--- src/design/bdlp_pkg.sv ---
`timescale 1ns / 1ps
// ----------------------------------------------------------------------------
// bdlp_pkg
// Shared types and constants for the debounced button with long press.
// ----------------------------------------------------------------------------
package bdlp_pkg;

    localparam int unsigned COUNT_WIDTH_DEF = 10;
    localparam int unsigned TICK_WIDTH      = 10;
    localparam int unsigned CFG_IDX_WIDTH   = 2;
    localparam int unsigned CFG_DATA_WIDTH  = 10;

    localparam int unsigned RESET_LONG    = 300;
    localparam int unsigned RESET_PERIOD  = 100;
    localparam int unsigned RESET_TIMEOUT = 10;

    localparam logic [CFG_IDX_WIDTH-1:0] CFG_PRESSED_LEVEL = 2'd0;
    localparam logic [CFG_IDX_WIDTH-1:0] CFG_REPEAT_MODE   = 2'd1;
    localparam logic [CFG_IDX_WIDTH-1:0] CFG_LONG_TICKS    = 2'd2;
    localparam logic [CFG_IDX_WIDTH-1:0] CFG_PERIOD_TICKS  = 2'd3;

    typedef struct packed {
        logic                  pressed_level;
        logic                  repeat_mode;
        logic [TICK_WIDTH-1:0] long_ticks;
        logic [TICK_WIDTH-1:0] period_ticks;
    } t_cfg;

    typedef struct packed {
        logic press_flag;
        logic long_flag;
        logic stable_pressed;
    } t_result;

endpackage

--- src/design/bdlp_cfg.sv ---
`timescale 1ns / 1ps
// ----------------------------------------------------------------------------
// bdlp_cfg
// Configuration register bank, written through a plain write port.
// ----------------------------------------------------------------------------
module bdlp_cfg (
    input  logic                                 i_clk,
    input  logic                                 i_rst_n,
    input  logic                                 i_cfg_we,
    input  logic [bdlp_pkg::CFG_IDX_WIDTH-1:0]   i_cfg_idx,
    input  logic [bdlp_pkg::CFG_DATA_WIDTH-1:0]  i_cfg_data,
    output bdlp_pkg::t_cfg                       o_cfg
);

    bdlp_pkg::t_cfg r_cfg;

    always_ff @(posedge i_clk) begin
        if (!i_rst_n) begin
            r_cfg.pressed_level <= 1'b0;
            r_cfg.repeat_mode   <= 1'b0;
            r_cfg.long_ticks    <= bdlp_pkg::TICK_WIDTH'(bdlp_pkg::RESET_LONG);
            r_cfg.period_ticks  <= bdlp_pkg::TICK_WIDTH'(bdlp_pkg::RESET_PERIOD);
        end else if (i_cfg_we) begin
            case (i_cfg_idx)
                bdlp_pkg::CFG_PRESSED_LEVEL: r_cfg.pressed_level <= i_cfg_data[0];
                bdlp_pkg::CFG_REPEAT_MODE:   r_cfg.repeat_mode   <= i_cfg_data[0];
                bdlp_pkg::CFG_LONG_TICKS: begin
                    r_cfg.long_ticks <= i_cfg_data[bdlp_pkg::TICK_WIDTH-1:0];
                end
                bdlp_pkg::CFG_PERIOD_TICKS: begin
                    r_cfg.period_ticks <= i_cfg_data[bdlp_pkg::TICK_WIDTH-1:0];
                end
                default: ;
            endcase
        end
    end

    assign o_cfg = r_cfg;

endmodule

--- src/design/bdlp_core.sv ---
`timescale 1ns / 1ps
// ----------------------------------------------------------------------------
// bdlp_core
// Debounce history, hold and timeout counters and sticky event flags.
// ----------------------------------------------------------------------------
module bdlp_core #(
    parameter int unsigned COUNT_WIDTH = bdlp_pkg::COUNT_WIDTH_DEF
) (
    input  logic              i_clk,
    input  logic              i_rst_n,
    input  bdlp_pkg::t_cfg    i_cfg,
    input  logic              i_accept,
    input  logic              i_pin_level,
    input  logic              i_ack_press,
    input  logic              i_ack_long,
    output bdlp_pkg::t_result o_result
);

    localparam int unsigned CMP_WIDTH = (COUNT_WIDTH > bdlp_pkg::TICK_WIDTH) ?
                                        COUNT_WIDTH : bdlp_pkg::TICK_WIDTH;
    localparam logic [COUNT_WIDTH-1:0] RESET_TMO = COUNT_WIDTH'(bdlp_pkg::RESET_TIMEOUT);
    localparam logic [COUNT_WIDTH-1:0] ONE       = COUNT_WIDTH'(1);

    logic [2:0]             r_hist,    n_hist;
    logic                   r_stable,  n_stable;
    logic [COUNT_WIDTH-1:0] r_hold,    n_hold;
    logic [COUNT_WIDTH-1:0] r_timeout, n_timeout;
    logic                   r_press,   n_press;
    logic                   r_long,    n_long;

    logic [CMP_WIDTH-1:0]   hold_ext;
    logic [CMP_WIDTH-1:0]   long_ext;
    logic [CMP_WIDTH-1:0]   period_ext;
    logic [COUNT_WIDTH-1:0] period_load;
    logic                   agree;
    logic                   at_pressed;
    logic                   tmo_fire;
    logic [COUNT_WIDTH-1:0] tmo_dec;

    assign hold_ext    = CMP_WIDTH'(r_hold);
    assign long_ext    = CMP_WIDTH'(i_cfg.long_ticks);
    assign period_ext  = CMP_WIDTH'(i_cfg.period_ticks);
    assign period_load = period_ext[COUNT_WIDTH-1:0];
    assign tmo_fire    = (r_timeout == ONE);
    assign tmo_dec     = (r_timeout == '0) ? r_timeout : r_timeout - ONE;

    always_comb begin
        n_hist     = {r_hist[1:0], i_pin_level};
        n_stable   = r_stable;
        n_hold     = r_hold;
        n_timeout  = r_timeout;
        n_press    = r_press & ~i_ack_press;
        n_long     = r_long & ~i_ack_long;
        agree      = (n_hist == 3'b000) || (n_hist == 3'b111);
        at_pressed = (r_stable == i_cfg.pressed_level);

        if (agree) begin
            if (n_hist[0] != r_stable) begin
                // debounced edge
                n_stable = n_hist[0];
                if (n_hist[0] == i_cfg.pressed_level) begin
                    n_press   = 1'b1;
                    n_timeout = period_load;
                end
            end else if (!i_cfg.repeat_mode) begin
                if (at_pressed) begin
                    if ((hold_ext < long_ext) && (r_hold != '1)) begin
                        n_hold = r_hold + ONE;
                    end else begin
                        n_press = 1'b0;
                        n_long  = 1'b1;
                    end
                end else begin
                    n_timeout = tmo_dec;
                    if (tmo_fire) begin
                        n_hold  = '0;
                        n_press = 1'b0;
                        n_long  = 1'b0;
                    end
                end
            end else begin
                n_timeout = tmo_dec;
                if (tmo_fire) begin
                    if (at_pressed) begin
                        n_press = 1'b1;
                    end
                    n_timeout = period_load;
                end
            end
        end
    end

    always_ff @(posedge i_clk) begin
        if (!i_rst_n) begin
            r_hist    <= 3'b111;
            r_stable  <= 1'b1;
            r_hold    <= '0;
            r_timeout <= RESET_TMO;
            r_press   <= 1'b0;
            r_long    <= 1'b0;
        end else if (i_accept) begin
            r_hist    <= n_hist;
            r_stable  <= n_stable;
            r_hold    <= n_hold;
            r_timeout <= n_timeout;
            r_press   <= n_press;
            r_long    <= n_long;
        end
    end

    assign o_result.press_flag     = n_press;
    assign o_result.long_flag      = n_long;
    assign o_result.stable_pressed = (n_stable == i_cfg.pressed_level);

endmodule

--- src/design/button_debounce_long_press.sv ---
`timescale 1ns / 1ps
// ----------------------------------------------------------------------------
// button_debounce_long_press
// Three-sample button debounce with sticky press, long press and auto-repeat.
// ----------------------------------------------------------------------------
// Result is registered: valid in the cycle after the input transaction.
// Throughput: one transaction per cycle while o_ready is high; the state
// registers update in one pass; output frees in the same cycle it is taken.
// Reset: synchronous active-low; released level history, timeout of ten,
// flags and counters cleared, configuration to its defaults.
module button_debounce_long_press #(
    parameter int unsigned COUNT_WIDTH = bdlp_pkg::COUNT_WIDTH_DEF
) (
    input  logic                                i_clk,
    input  logic                                i_rst_n,
    input  logic                                i_cfg_we,
    input  logic [bdlp_pkg::CFG_IDX_WIDTH-1:0]  i_cfg_idx,
    input  logic [bdlp_pkg::CFG_DATA_WIDTH-1:0] i_cfg_data,
    input  logic                                i_valid,
    output logic                                o_ready,
    input  logic                                i_pin_level,
    input  logic                                i_ack_press,
    input  logic                                i_ack_long,
    output logic                                o_valid,
    input  logic                                i_ready,
    output logic                                o_press_flag,
    output logic                                o_long_flag,
    output logic                                o_stable_pressed
);

    bdlp_pkg::t_cfg    cfg;
    bdlp_pkg::t_result result;
    bdlp_pkg::t_result r_out;
    logic              r_out_valid;
    logic              accept;

    assign o_ready = !r_out_valid || i_ready;
    assign accept  = i_valid && o_ready;

    bdlp_cfg u_cfg (
        .i_clk      (i_clk),
        .i_rst_n    (i_rst_n),
        .i_cfg_we   (i_cfg_we),
        .i_cfg_idx  (i_cfg_idx),
        .i_cfg_data (i_cfg_data),
        .o_cfg      (cfg)
    );

    bdlp_core #(
        .COUNT_WIDTH (COUNT_WIDTH)
    ) u_core (
        .i_clk       (i_clk),
        .i_rst_n     (i_rst_n),
        .i_cfg       (cfg),
        .i_accept    (accept),
        .i_pin_level (i_pin_level),
        .i_ack_press (i_ack_press),
        .i_ack_long  (i_ack_long),
        .o_result    (result)
    );

    always_ff @(posedge i_clk) begin
        if (!i_rst_n) begin
            r_out_valid <= 1'b0;
        end else if (o_ready) begin
            r_out_valid <= i_valid;
        end
    end

    always_ff @(posedge i_clk) begin
        if (accept) begin
            r_out <= result;
        end
    end

    assign o_valid          = r_out_valid;
    assign o_press_flag     = r_out.press_flag;
    assign o_long_flag      = r_out.long_flag;
    assign o_stable_pressed = r_out.stable_pressed;

endmodule

--- config.mk ---
export PLATFORM = sky130hd
export DESIGN_NAME = button_debounce_long_press
export DESIGN_NICKNAME = d
export VERILOG_FILES = /design/src/design/bdlp_pkg.sv /design/src/design/bdlp_cfg.sv /design/src/design/bdlp_core.sv /design/src/design/button_debounce_long_press.sv
export SDC_FILE = /design/constraint.sdc
export NUM_CORES = 1
export LEC_CHECK = 0
export BUFFER_PORTS_ARGS = -buffer_cell sky130_fd_sc_hd__buf_4
export CAP_MARGIN = 10
export CORE_UTILIZATION = 40
export DETAILED_ROUTE_END_ITERATION = 10
export GPL_TIMING_DRIVEN = 0
export PLACE_DENSITY = 0.59
export SLEW_MARGIN = 20
export SYNTH_ARGS = -nofsm -noshare
export SYNTH_HDL_FRONTEND = slang
export SYNTH_SLANG_ARGS = --single-unit
--- constraint.sdc ---
create_clock -name i_clk -period 2.4 [get_ports i_clk]
set_input_delay 0.36 -clock i_clk [delete_from_list [all_inputs] [get_ports i_clk]]
set_output_delay 0.36 -clock i_clk [all_outputs]
set_load 0.005 [all_outputs]
==> run summary <==
CTS root buffer -> clkbuf_8
Global-route wire length before repair -> 11,700 um
Port Buf Inserts -> 24
Num CTS Buffers -> 5
Final core occ -> 0.477
WP data arrival -> 2420 ps
CTS tree -> yes
Final Critical Period -> 2260 ps
Final Cycle Share -> 0.940
Setup TNS -> 0 ps
IO Pins -> 25
Power per Cell Area -> 508 nW/um^2
Via count of the routed design -> 2,635
Row count -> 30
Commonest non-fill, non-tap cell in the layout -> nand2_1
Fillers -> 670
Sum of buffers and inverters on the critical path -> 2
Storage cell area -> 1050 um^2
Unique masters post-synth -> 60
GRT Util Overall -> 0.202
Final hold violations -> 0
Crit-path max cell delay -> 530 ps
Clock Pin Slew Worst Setup and Hold Paths -> 90 ps
Cts hold-fix bufs -> 0
Avg WL per Cell -> 14.4 um
CP Launch Type -> flop
Vias in the first global route -> 2,412
CTS H-tree lvls -> 2
Post-route ant nets -> 0
Multi-input gate area -> 1620 um^2
Layout cells sized above 1 -> 0.146
Clk_lat worst skew -> 300 ps
CP endpoint kind -> flop
Mapped Cells -> 348
Die W -> 85.8 um
Initial antenna violation count -> 0
Post-synth EDFFs -> 3
Total nets after synthesis -> 380
Die Span Y -> 85.8 um
Post-Route WL -> 6890 um
Clk sinks -> 51
Hold path startpoint -> i_cfg_data[5]
Data required, critical path -> 2560 ps
Fin nets -> 414
Max clock buf depth -> 2
CORE AREA -> 6790 um^2
Leakage -> 1.25 nW
Max-slew violations -> 0
Fmax -> 443 MHz
GR Overflow Total -> 0
Crit path kind -> reg2reg
Seq cells post-synth -> 51
Setup-failing EPs final -> 0
Post-Syn Area -> 2810 um^2
Clock Skew -> 7.21 ps
Top FF cell, synth -> dfxtp_1
Max_cap viols -> 0
Async SR Flop Fraction -> 0
Area Growth Syn to Fin -> 15.6%
Initial DRC Count -> 168
Hold crit path type -> in2reg
Least-Margin Pin Slew -> 656 ps
Syn Area/Cell -> 8.06 um^2
Crit-path max FO -> 10
CP delay by family, top -> compound AO/OA/AOI/OAI gates
CP max stage cell -> or3b_2
Maximum vdd drop -> 0.267 mV
Largest net degree at the start of global routing -> 16
Hold WS -> 280 ps
First-pass DRT Iterations -> 4
Gp weighted congestion -> 0.836
Hpwl dp -> 5100 um
Yosys warning count -> 0
Slew headroom -> 0.563
Initial core utilization -> 0.413
Crit-path cells -> inv_1 -> ha_1 -> or3b_2 -> o41ai_4 -> buf_4 -> nor2_1 -> o21ai_0 -> a31oi_1
N_diodes -> 0
Most frequent cells in the layout -> nand2_1 (58), dfxtp_1 (46), a21oi_1 (43)
Status -> finished clean
Reg2Reg Launch Point -> u_core.r_timeout[1]$_SDFFE_PN1P_
RSZ-0062 raised after global routing -> false
Part of the Yosys area used for sequential elements -> 0.374
DR DRC count -> 0
Worst setup path start -> u_core.r_timeout[1]$_SDFFE_PN1P_
Vias per cell -> 5.50
Die area -> 7350 um^2
[timing repair]
action,4_1_cts,5_1_grt
resized for setup,2,10
cloned,0,0
endpoints found under the hold margin,0,0
setup endpoints to repair,6,8
setup buffers,2,1
pin swaps,1,1
[state kept, by name, summed over array words and instances, names as in the netlist]
| name | cells |
|---|---|
| o_long_flag | 1 |
| o_press_flag | 1 |
| o_stable_pressed | 1 |
| o_valid | 1 |
| u_cfg.o_cfg | 22 |
| u_core.hold_ext | 10 |
| u_core.r_hist | 2 |
| u_core.r_long | 1 |
| u_core.r_press | 1 |
| u_core.r_stable | 1 |
| u_core.r_timeout | 10 |
[worst paths after layout]
check,slack (ps),to,cells after the start
min reg2reg,460,u_cfg.o_cfg[17]$_SDFFE_PN0P_,2
max reg2reg,140,u_core.r_timeout[9]$_SDFFE_PN0P_,8
min,280,u_cfg.o_cfg[5]$_SDFFE_PN1P_,3
max,140,u_core.r_timeout[9]$_SDFFE_PN0P_,8
[kinds of logic (layout without fill, tap and decap cells)]
| kind of cell | Yosys count | after routing | synth area share |
|---|---|---|---|
| simple gates | 134 | 134 | 0.232 |
| buf+inv | 37 | 72 | 0.0566 |
| fa+ha+maj | 12 | 12 | 0.0535 |
| xor+xnor | 5 | 5 | 0.0156 |
| flops | 51 | 51 | 0.374 |
| compound gates | 106 | 106 | 0.256 |
| mux | 3 | 3 | 0.0111 |
[layer usage]
| metal | vias up | global-route usage | share of wire |
|---|---|---|---|
| li1 | 1332 | - | - |
| met1 | 1203 | 0.295 | 0.51 |
| met2 | 89 | 0.302 | 0.42 |
| met3 | 11 | 0.0318 | 0.051 |
| met4 | 0 | 0.0697 | 0.019 |
| met5 | - | 0 | 0 |
[worst reg2reg max path, stage by stage (launching register included)]
cell and delay (ps):
dfxtp_1 330, inv_1 100, ha_1 140, or3b_2 530
o41ai_4 430, buf_4 250, nor2_1 60, o21ai_0 170
a31oi_1 100
[power breakdown]
part | internal, W | switching, W | total (W)
logic | 0.000101 | 0.000144 | 0.000244
clock network | 0.000205 | 0.000291 | 0.000495
registers | 0.000886 | 0.0000218 | 0.000908
[per-stage QoR]
stage	instance area [um^2]	total power [W]	setup WS [ps]	cells
after global placement	3110	0.00116	-67.4	468
after floorplan	2810	0.00108	296	348
after global routing	3240	0.00174	6.77	479
after CTS	3210	0.00166	9.88	478
final	3240	0.00165	144	479
after detailed placement	3110	0.00116	-103	468
[cell type report]
type	count	share of cell area
inverter	20	0.0231
sequential	51	0.325
timing repair buffer	27	0.0625
tap	96	0.0370
buffer	17	0.0270
clock inverter	2	0.00386
multi-input combinational	260	0.499
clock buffer	6	0.0224
[cells in the mapped netlist, drive strengths merged, types with 2 or more instances]
master / count / area share
nand2: 59 / 0.079
dfxtp: 48 / 0.34
a21oi: 44 / 0.082
o21ai: 21 / 0.037
inv: 20 / 0.027
nor2: 18 / 0.024
clkbuf: 12 / 0.016
ha: 12 / 0.053
nand3: 12 / 0.021
o211ai: 9 / 0.029
a31oi: 7 / 0.016
nor3: 6 / 0.011
and2: 5 / 0.012
buf: 5 / 0.014
nand4: 5 / 0.011
or4: 5 / 0.015
and3: 4 / 0.0089
nand2b: 4 / 0.0089
or3: 4 / 0.0089
a2111o: 3 / 0.012
edfxtp: 3 / 0.032
o22ai: 3 / 0.0067
xnor2: 3 / 0.0094
a211oi: 2 / 0.0053
and4: 2 / 0.0062
mux2i: 2 / 0.0071
nor4: 2 / 0.0045
o221a: 2 / 0.0080
o41ai: 2 / 0.013
or2: 2 / 0.0045
xor2: 2 / 0.0062
Note: power is estimated with default switching activity, not from simulation.
